[src/design/bso_pkg.sv]
`timescale 1ns / 1ps

package bso_pkg;

   localparam int UNIVERSE_MAX_DEFAULT = 4095;
   localparam int WORD_BITS            = 64;
   localparam int BIT_W                = 6;
   localparam int VALUE_W              = 12;
   localparam int CMD_W                = 2;
   localparam int OP_W                 = 3;
   localparam int REQ_DATA_W           = 16;
   localparam int RSP_DATA_W           = 16;
   localparam int RSP_USER_W           = 2;

   typedef enum logic [CMD_W-1:0] {
      CMD_CLEAR = 2'd0,
      CMD_INS_A = 2'd1,
      CMD_INS_B = 2'd2,
      CMD_FETCH = 2'd3
   } cmd_type;

   typedef enum logic [OP_W-1:0] {
      OP_UNION     = 3'd0,
      OP_INTERSECT = 3'd1,
      OP_A_MINUS_B = 3'd2,
      OP_SYM_DIFF  = 3'd3,
      OP_NOT_A     = 3'd4
   } op_type;

   typedef enum logic [2:0] {
      ST_IDLE,
      ST_DISPATCH,
      ST_INSERT,
      ST_SCAN,
      ST_RESPOND
   } state_type;

   typedef struct packed {
      logic load_item;
      logic dispatch;
      logic insert_step;
      logic scan_step;
      logic load_out;
   } ctrl_cmd_type;

   typedef struct packed {
      cmd_type item_cmd;
      logic    cursor_zero;
      logic    scan_done;
      logic    out_free;
   } ctrl_status_type;

endpackage

[src/design/bso_ctrl.sv]
`timescale 1ns / 1ps

module bso_ctrl (
   input  logic                     clock,
   input  logic                     reset,
   input  logic                     req_tvalid,
   output logic                     req_tready,
   input  bso_pkg::ctrl_status_type status,
   output bso_pkg::ctrl_cmd_type    cmd
);
   import bso_pkg::*;

   state_type state_ff;
   state_type state_in;

   always_ff @(posedge clock) begin
      if (reset) begin
         state_ff <= ST_IDLE;
      end else begin
         state_ff <= state_in;
      end
   end

   always_comb begin
      state_in = state_ff;
      unique case (state_ff)
         ST_IDLE: begin
            if (req_tvalid) begin
               state_in = ST_DISPATCH;
            end
         end
         ST_DISPATCH: begin
            unique case (status.item_cmd)
               CMD_CLEAR: state_in = ST_RESPOND;
               CMD_INS_A, CMD_INS_B: state_in = ST_INSERT;
               CMD_FETCH: state_in = status.cursor_zero ? ST_RESPOND : ST_SCAN;
               default: state_in = ST_RESPOND;
            endcase
         end
         ST_INSERT: state_in = ST_RESPOND;
         ST_SCAN: begin
            if (status.scan_done) begin
               state_in = ST_RESPOND;
            end
         end
         ST_RESPOND: begin
            if (status.out_free) begin
               state_in = ST_IDLE;
            end
         end
         default: state_in = ST_IDLE;
      endcase
   end

   always_comb begin
      req_tready      = 1'b0;
      cmd             = '0;
      unique case (state_ff)
         ST_IDLE: begin
            req_tready    = 1'b1;
            cmd.load_item = req_tvalid;
         end
         ST_DISPATCH: cmd.dispatch    = 1'b1;
         ST_INSERT:   cmd.insert_step = 1'b1;
         ST_SCAN:     cmd.scan_step   = 1'b1;
         ST_RESPOND:  cmd.load_out    = status.out_free;
         default: begin
            req_tready = 1'b0;
         end
      endcase
   end

endmodule

[config.mk]
export PLATFORM = sky130hd
export DESIGN_NAME = bso_ctrl
export DESIGN_NICKNAME = d
export VERILOG_FILES = /design/src/design/bso_pkg.sv /design/src/design/bso_ctrl.sv
export SDC_FILE = /design/constraint.sdc
export NUM_CORES = 1
export LEC_CHECK = 0
export BUFFER_PORTS_ARGS = -buffer_cell sky130_fd_sc_hd__buf_2
export CAP_MARGIN = 25
export CORE_AREA = 2 2 39 41
export DETAILED_ROUTE_END_ITERATION = 16
export DIE_AREA = 0 0 41 43
export SLEW_MARGIN = 40
export SYNTH_ARGS = -nofsm -noshare
export SYNTH_HDL_FRONTEND = slang
export SYNTH_SLANG_ARGS = --single-unit
[constraint.sdc]
create_clock -name clock -period 1.6 [get_ports clock]
set_input_delay 0.4 -clock clock [delete_from_list [all_inputs] [get_ports clock]]
set_output_delay 0.4 -clock clock [all_outputs]
set_load 0.02 [all_outputs]
==> flow_metrics.env, run 1 <==
export IMPL_drt_total_wl_um=629
export IMPL_post_place_ws_ns=-0.127
export IMPL_finalCritPeriodShare_pct=95.3
export IMPL_grt_overflow=0
export IMPL_dieArea_sq_um=1760
export IMPL_critPathRequiredTime_ns=1.20
export IMPL_numPlacedInstances=63
export IMPL_dr_first_iter_drc_count=8
export IMPL_yosysWarnings=0
export IMPL_clk_latency_ns=0.23
export IMPL_io_pins=14
export IMPL_path_clk_slew_ns=0.04
export IMPL_syn_cell_area_sq_um=279
export IMPL_hp_start="reset"
export IMPL_synth_simple_area_share_pct=31.4
export IMPL_root_buffer="clkbuf_4"
export IMPL_core_sq_um=1380
export IMPL_syn2layout_area_growth_pct=48.0
export IMPL_dr_pass1_iters=3
export IMPL_clock_path_buffers=2
export IMPL_largest_register="state_ff"
export IMPL_synthAdderAreaFrac_pct=8.97
export IMPL_power_frac_comb_pct=53.3
export IMPL_largest_reg_flops=3
export IMPL_switching_share_pct=46.7
export IMPL_antenna_left=0
export IMPL_p_clk_share_pct=17.1
export IMPL_fin_cells=67
export IMPL_p_leak_nw=0.193
export IMPL_routabilityCongestion=0.715
export IMPL_max_freq_mhz=656
export IMPL_ir_drop_uv=737
export IMPL_max_slew_margin_pct=66.4
export IMPL_seq_power_share_pct=29.7
export IMPL_critical_path_class="flop to output pin"
export IMPL_grt_pass1_vias=286
export IMPL_port_buffers=13
export IMPL_hold_violations=0
export IMPL_chipHeight_um=43
export IMPL_drive_gt1_share_pct=51.0
export IMPL_outcome="completed"
export IMPL_rows=14
export IMPL_synth_xor_area_share_pct=0
export IMPL_synthCells=34
export IMPL_viasPerCell=4.52
export IMPL_tns_ns=0
export IMPL_finalMaxSlewViolations=0
export IMPL_synth_nets=44
export IMPL_setup_violations_final=0
export IMPL_diodes=0
export IMPL_yosysSeqAreaShare_pct=21.5
export IMPL_synth_top_family_by_area="simple AND/OR/NAND/NOR gates"
export IMPL_startpoint_type="flop"
export IMPL_place_area_sq_um=374
export IMPL_tightest_slew_ns=0.500
export IMPL_antenna_found_initial=0
export IMPL_postCtsHoldBufs=0
export IMPL_hp_class="input pin to flop"
export IMPL_initial_utilization_pct=20.2
export IMPL_crit_start="state_ff[0]$_SDFFE_PP0P_"
export IMPL_htree_levels=1
export IMPL_drc=0
export IMPL_cts_tree="yes"
export IMPL_routedWlPerCell_um=9.39
export IMPL_reg2reg_from="state_ff[2]$_SDFFE_PP0P_"
export IMPL_cap_violations=0
export IMPL_grt_pass1_wl_um=1180
export IMPL_final_setup_skew_ns=0.00117
export IMPL_crit_arrival_ns=1.12
export IMPL_ys_ff_latch=3
export IMPL_reg_top3="state_ff (3)"
export IMPL_switchingPower_uw=357
export IMPL_power_density_nw_per_um2=1850
export IMPL_ys_types=23
export IMPL_layout_nets=62
export IMPL_grt_max_degree=13
export IMPL_cts_buffers=3
export IMPL_hpwl_um=505
export IMPL_synth_avg_cell_area_sq_um=8.21
export IMPL_critPathMaxFanout=8
export IMPL_num_vias=303
export IMPL_fp_dieW_um=41
export IMPL_synthMuxAreaShare_pct=3.59
export IMPL_endpoint_kind="output pin"
export IMPL_design_area_sq_um=413
export IMPL_grt_use_total_pct=9.92
export IMPL_layout_setup_ws_ns=0.0759
export IMPL_fillers=149
export IMPL_min_period_ns=1.52
export IMPL_clock_sinks=3
export IMPL_post_cts_buffers=0
export IMPL_synth_compound_area_share_pct=25.6
export IMPL_p_int_uw=407
==> area by class of cell <==
cell class	instances	area, sq um	share of cell area [%]
tap	16	20.0	4.85
multi-input combinational	25	205	49.7
inverter	4	15.0	3.64
sequential	3	66.3	16.1
timing repair buffer	15	80.1	19.4
clock buffer	4	26.3	6.36
==> power by group through the flow <==
| stage | sequential (mW) | combinational, mW | clock (mW) |
|---|---|---|---|
| after global placement | 0.203 | 0.398 | 0 |
| final | 0.226 | 0.407 | 0.130 |
| after global routing | 0.239 | 0.450 | 0.147 |
| after detailed placement | 0.200 | 0.399 | 0 |
| after floorplan | 0.140 | 0.357 | 0 |
| after CTS | 0.203 | 0.399 | 0.140 |
==> per-stage QoR <==
stage | hold WS (ns) | power, mW | utilization (%)
4_1_cts | 0.349 | 0.741 | 29.0
3_3_place_gp | 0.603 | 0.601 | 27.0
5_1_grt | 0.353 | 0.836 | 29.8
3_5_place_dp | 0.603 | 0.600 | 27.0
2_1_floorplan | 0.480 | 0.497 | -
6_report | 0.357 | 0.763 | 29.8
==> timing repair <==
| item | 4_1_cts | 5_1_grt |
|---|---|---|
| setup endpoints to repair | 1 | 4 |
| gates resized for setup | 1 | 4 |
| pin swaps | 0 | 1 |
==> layer usage <==
| metal | GRT usage [%] | share of wire (%) |
|---|---|---|
| met1 | 13.1 | 48 |
| met5 | 0 | 0 |
| met2 | 12.5 | 50 |
| met3 | 6.28 | 2.7 |
| met4 | 4.00 | 0 |
==> worst max-delay path: stages, from the launching register on <==
cell     delay, ns
dfxtp_2       0.36
nor2_1        0.20
and3_1        0.18
buf_2         0.15
==> layout by cell type, fill, tap and decap left out, drive strengths merged, types with 2 or more instances in the layout <==
cell type  instances
nor3               2
inv                4
dfxtp              3
buf               15
nor2               2
clkbuf             4
a21oi              2
nor2b              2
a21boi             2
ha                 2
==> cells in the mapped netlist, drive strengths merged <==
cell type / n / area, sq um
buf: 2 / 10.0
nand2b: 1 / 6.26
mux2i: 1 / 10.0
o41a: 1 / 11.3
a2111oi: 1 / 15.0
and3: 1 / 6.26
nor4b: 1 / 8.76
o21ai: 1 / 5.00
a21oi: 2 / 10.0
nor3: 2 / 10.0
nand2: 1 / 3.75
nor2: 2 / 7.51
nor4: 1 / 6.26
nor2b: 2 / 12.5
and2: 1 / 6.26
inv: 4 / 15.0
dfxtp: 3 / 60.1
ha: 2 / 25.0
a21boi: 2 / 15.0
a311oi: 1 / 15.0
and4bb: 1 / 12.5
nor3b: 1 / 7.51
==> path summary, 6_finish.rpt <==
path,cells past startpoint,to,slack [ns]
worst min register to register,3,state_ff[2]$_SDFFE_PP0P_,0.69
worst max register to register,3,state_ff[2]$_SDFFE_PP0P_,0.20
worst max-delay path,3,cmd[0],0.08
worst min-delay path,2,state_ff[2]$_SDFFE_PP0P_,0.36
==> cells by family (layout without fill, tap and decap cells) <==
logic type	count (synthesis)	count (layout)
flip-flops	3	3
buffers and inverters	6	23
AO/OA/AOI/OAI	8	8
AND/OR/NAND/NOR	14	14
adder cells (fa/ha/maj)	2	2
multiplexers	1	1
(Power assumes the default switching activity.)
==> run 2, diff against run 1 <==
--- a/config.mk
+++ b/config.mk
@@ -10,6 +10,7 @@
 export CORE_AREA = 2 2 39 41
 export DETAILED_ROUTE_END_ITERATION = 16
 export DIE_AREA = 0 0 41 43
+export REMOVE_ABC_BUFFERS = 1
 export SLEW_MARGIN = 40
 export SYNTH_ARGS = -nofsm -noshare
 export SYNTH_HDL_FRONTEND = slang
==> flow_metrics.env, run 2 (synthesis results as in run 1) <==
export IMPL_crit_family="simple AND/OR/NAND/NOR gates"
export IMPL_p_clk_share_pct=17.5
export IMPL_initial_utilization_pct=20.2
export IMPL_drc=0
export IMPL_post_place_ws_ns=-0.121
export IMPL_cts_buffers=3
export IMPL_cts_tree="yes"
export IMPL_fin_cells=67
export IMPL_layout_common_cells="13 x buf_2, 3 x inv_1, 3 x clkbuf_4, 3 x dfxtp_2"
export IMPL_grt_use_total_pct=9.43
export IMPL_routabilityCongestion=0.776
export IMPL_layout_commonest_cell="buf_2"
export IMPL_layout_nets=62
export IMPL_p_leak_nw=0.191
export IMPL_chipHeight_um=43
export IMPL_outcome="completed"
export IMPL_hold_violations=0
export IMPL_antenna_found_initial=0
export IMPL_hp_class="input pin to flop"
export IMPL_io_pins=14
export IMPL_critPathMaxFanout=8
export IMPL_switching_share_pct=46.3
export IMPL_critical_path_class="flop to output pin"
export IMPL_grt_pass1_vias=283
export IMPL_rows=14
export IMPL_dieArea_sq_um=1760
export IMPL_layout_setup_ws_ns=0.0797
export IMPL_p_int_uw=402
export IMPL_finalMaxSlewViolations=0
export IMPL_drive_gt1_share_pct=51.0
export IMPL_routedWlPerCell_um=8.85
export IMPL_numPlacedInstances=63
export IMPL_max_freq_mhz=658
export IMPL_cpPeakStageDelay_ns=0.35
export IMPL_r2r_setup_slack_ns=0.20
export IMPL_drt_total_wl_um=593
export IMPL_reg_top3="state_ff (3)"
export IMPL_final_setup_skew_ns=0.000967
export IMPL_largest_reg_flops=3
export IMPL_cap_violations=0
export IMPL_hpwl_um=488
export IMPL_ir_drop_uv=426
export IMPL_htree_levels=1
export IMPL_power_density_nw_per_um2=1850
export IMPL_num_vias=290
export IMPL_tns_ns=0
export IMPL_total_power_uw=748
export IMPL_crit_arrival_ns=1.12
export IMPL_rsz0062_at_grt="no"
export IMPL_clk_latency_ns=0.23
export IMPL_finalHoldWorstSlack_ns=0.357
export IMPL_design_area_sq_um=404
export IMPL_setup_violations_final=0
export IMPL_max_slew_margin_pct=67.5
export IMPL_dr_pass1_iters=4
export IMPL_post_route_util_pct=29.2
export IMPL_viasPerCell=4.33
export IMPL_crit_chain="nor2_1 -> and3_1 -> buf_2"
export IMPL_power_frac_comb_pct=54.9
export IMPL_seq_power_share_pct=27.6
export IMPL_path_clk_slew_ns=0.04
export IMPL_grt_overflow=0
export IMPL_tightest_slew_ns=0.483
export IMPL_endpoint_kind="output pin"
export IMPL_post_cts_buffers=0
export IMPL_port_buffers=13
export IMPL_finalCritPeriodShare_pct=95.0
export IMPL_syn2layout_area_growth_pct=44.8
export IMPL_grt_pass1_wl_um=1100
export IMPL_largest_register="state_ff"
export IMPL_dr_first_iter_drc_count=4
export IMPL_postCtsHoldBufs=0
export IMPL_fillers=162
export IMPL_startpoint_type="flop"
export IMPL_fp_dieW_um=41
export IMPL_place_area_sq_um=369
export IMPL_core_sq_um=1380
export IMPL_grt_max_degree=11
export IMPL_critPathBufInv=1
export IMPL_clock_sinks=3
export IMPL_diodes=0
export IMPL_root_buffer="clkbuf_4"
export IMPL_critPathRequiredTime_ns=1.20
export IMPL_antenna_left=0
export IMPL_switchingPower_uw=346
export IMPL_cpMaxStageDelayCell="dfxtp_2"
export IMPL_min_period_ns=1.52
export IMPL_clock_path_buffers=2
==> run 2: per-layer routing <==
metal,vias up,share of wire [%],global-route usage (%)
li1,157,-,-
met1,121,46,11.2
met2,10,44,12.8
met3,2,7.4,3.14
met4,0,2.4,8.00
met5,-,0,0
==> run 2: repair_timing <==
action | in CTS | in global routing
gates resized for setup | 1 | 3
pin swaps | 1 | 0
hold endpoints to repair | 0 | 0
endpoints found under the setup margin | 2 | 4
==> run 2: layout make-up <==
type | count | area, sq um | area share, %
multi-input cells | 25 | 199 | 49.2
repair buffers | 15 | 80.1 | 19.8
flip-flops and latches | 3 | 63.8 | 15.8
clock buffers | 4 | 26.3 | 6.50
well taps | 16 | 20.0 | 4.95
inverters | 4 | 15.0 | 3.72
==> run 2: power by group through the flow <==
stage	logic [mW]	clock network (mW)	registers [mW]
after floorplan	0.294	0	0.174
after global placement	0.410	0	0.191
after detailed placement	0.412	0	0.193
after CTS	0.418	0.137	0.198
after global routing	0.453	0.149	0.220
final	0.411	0.131	0.206
==> run 2: worst paths after layout <==
path / from / end / cells past startpoint
worst max-delay path: state_ff[0]$_SDFFE_PP0P_ / cmd[0] / 3
worst max register to register: state_ff[2]$_SDFFE_PP0P_ / state_ff[2]$_SDFFE_PP0P_ / 3
worst min-delay path: reset / state_ff[2]$_SDFFE_PP0P_ / 2
worst min register to register: state_ff[1]$_SDFFE_PP0P_ / state_ff[1]$_SDFFE_PP0P_ / 3
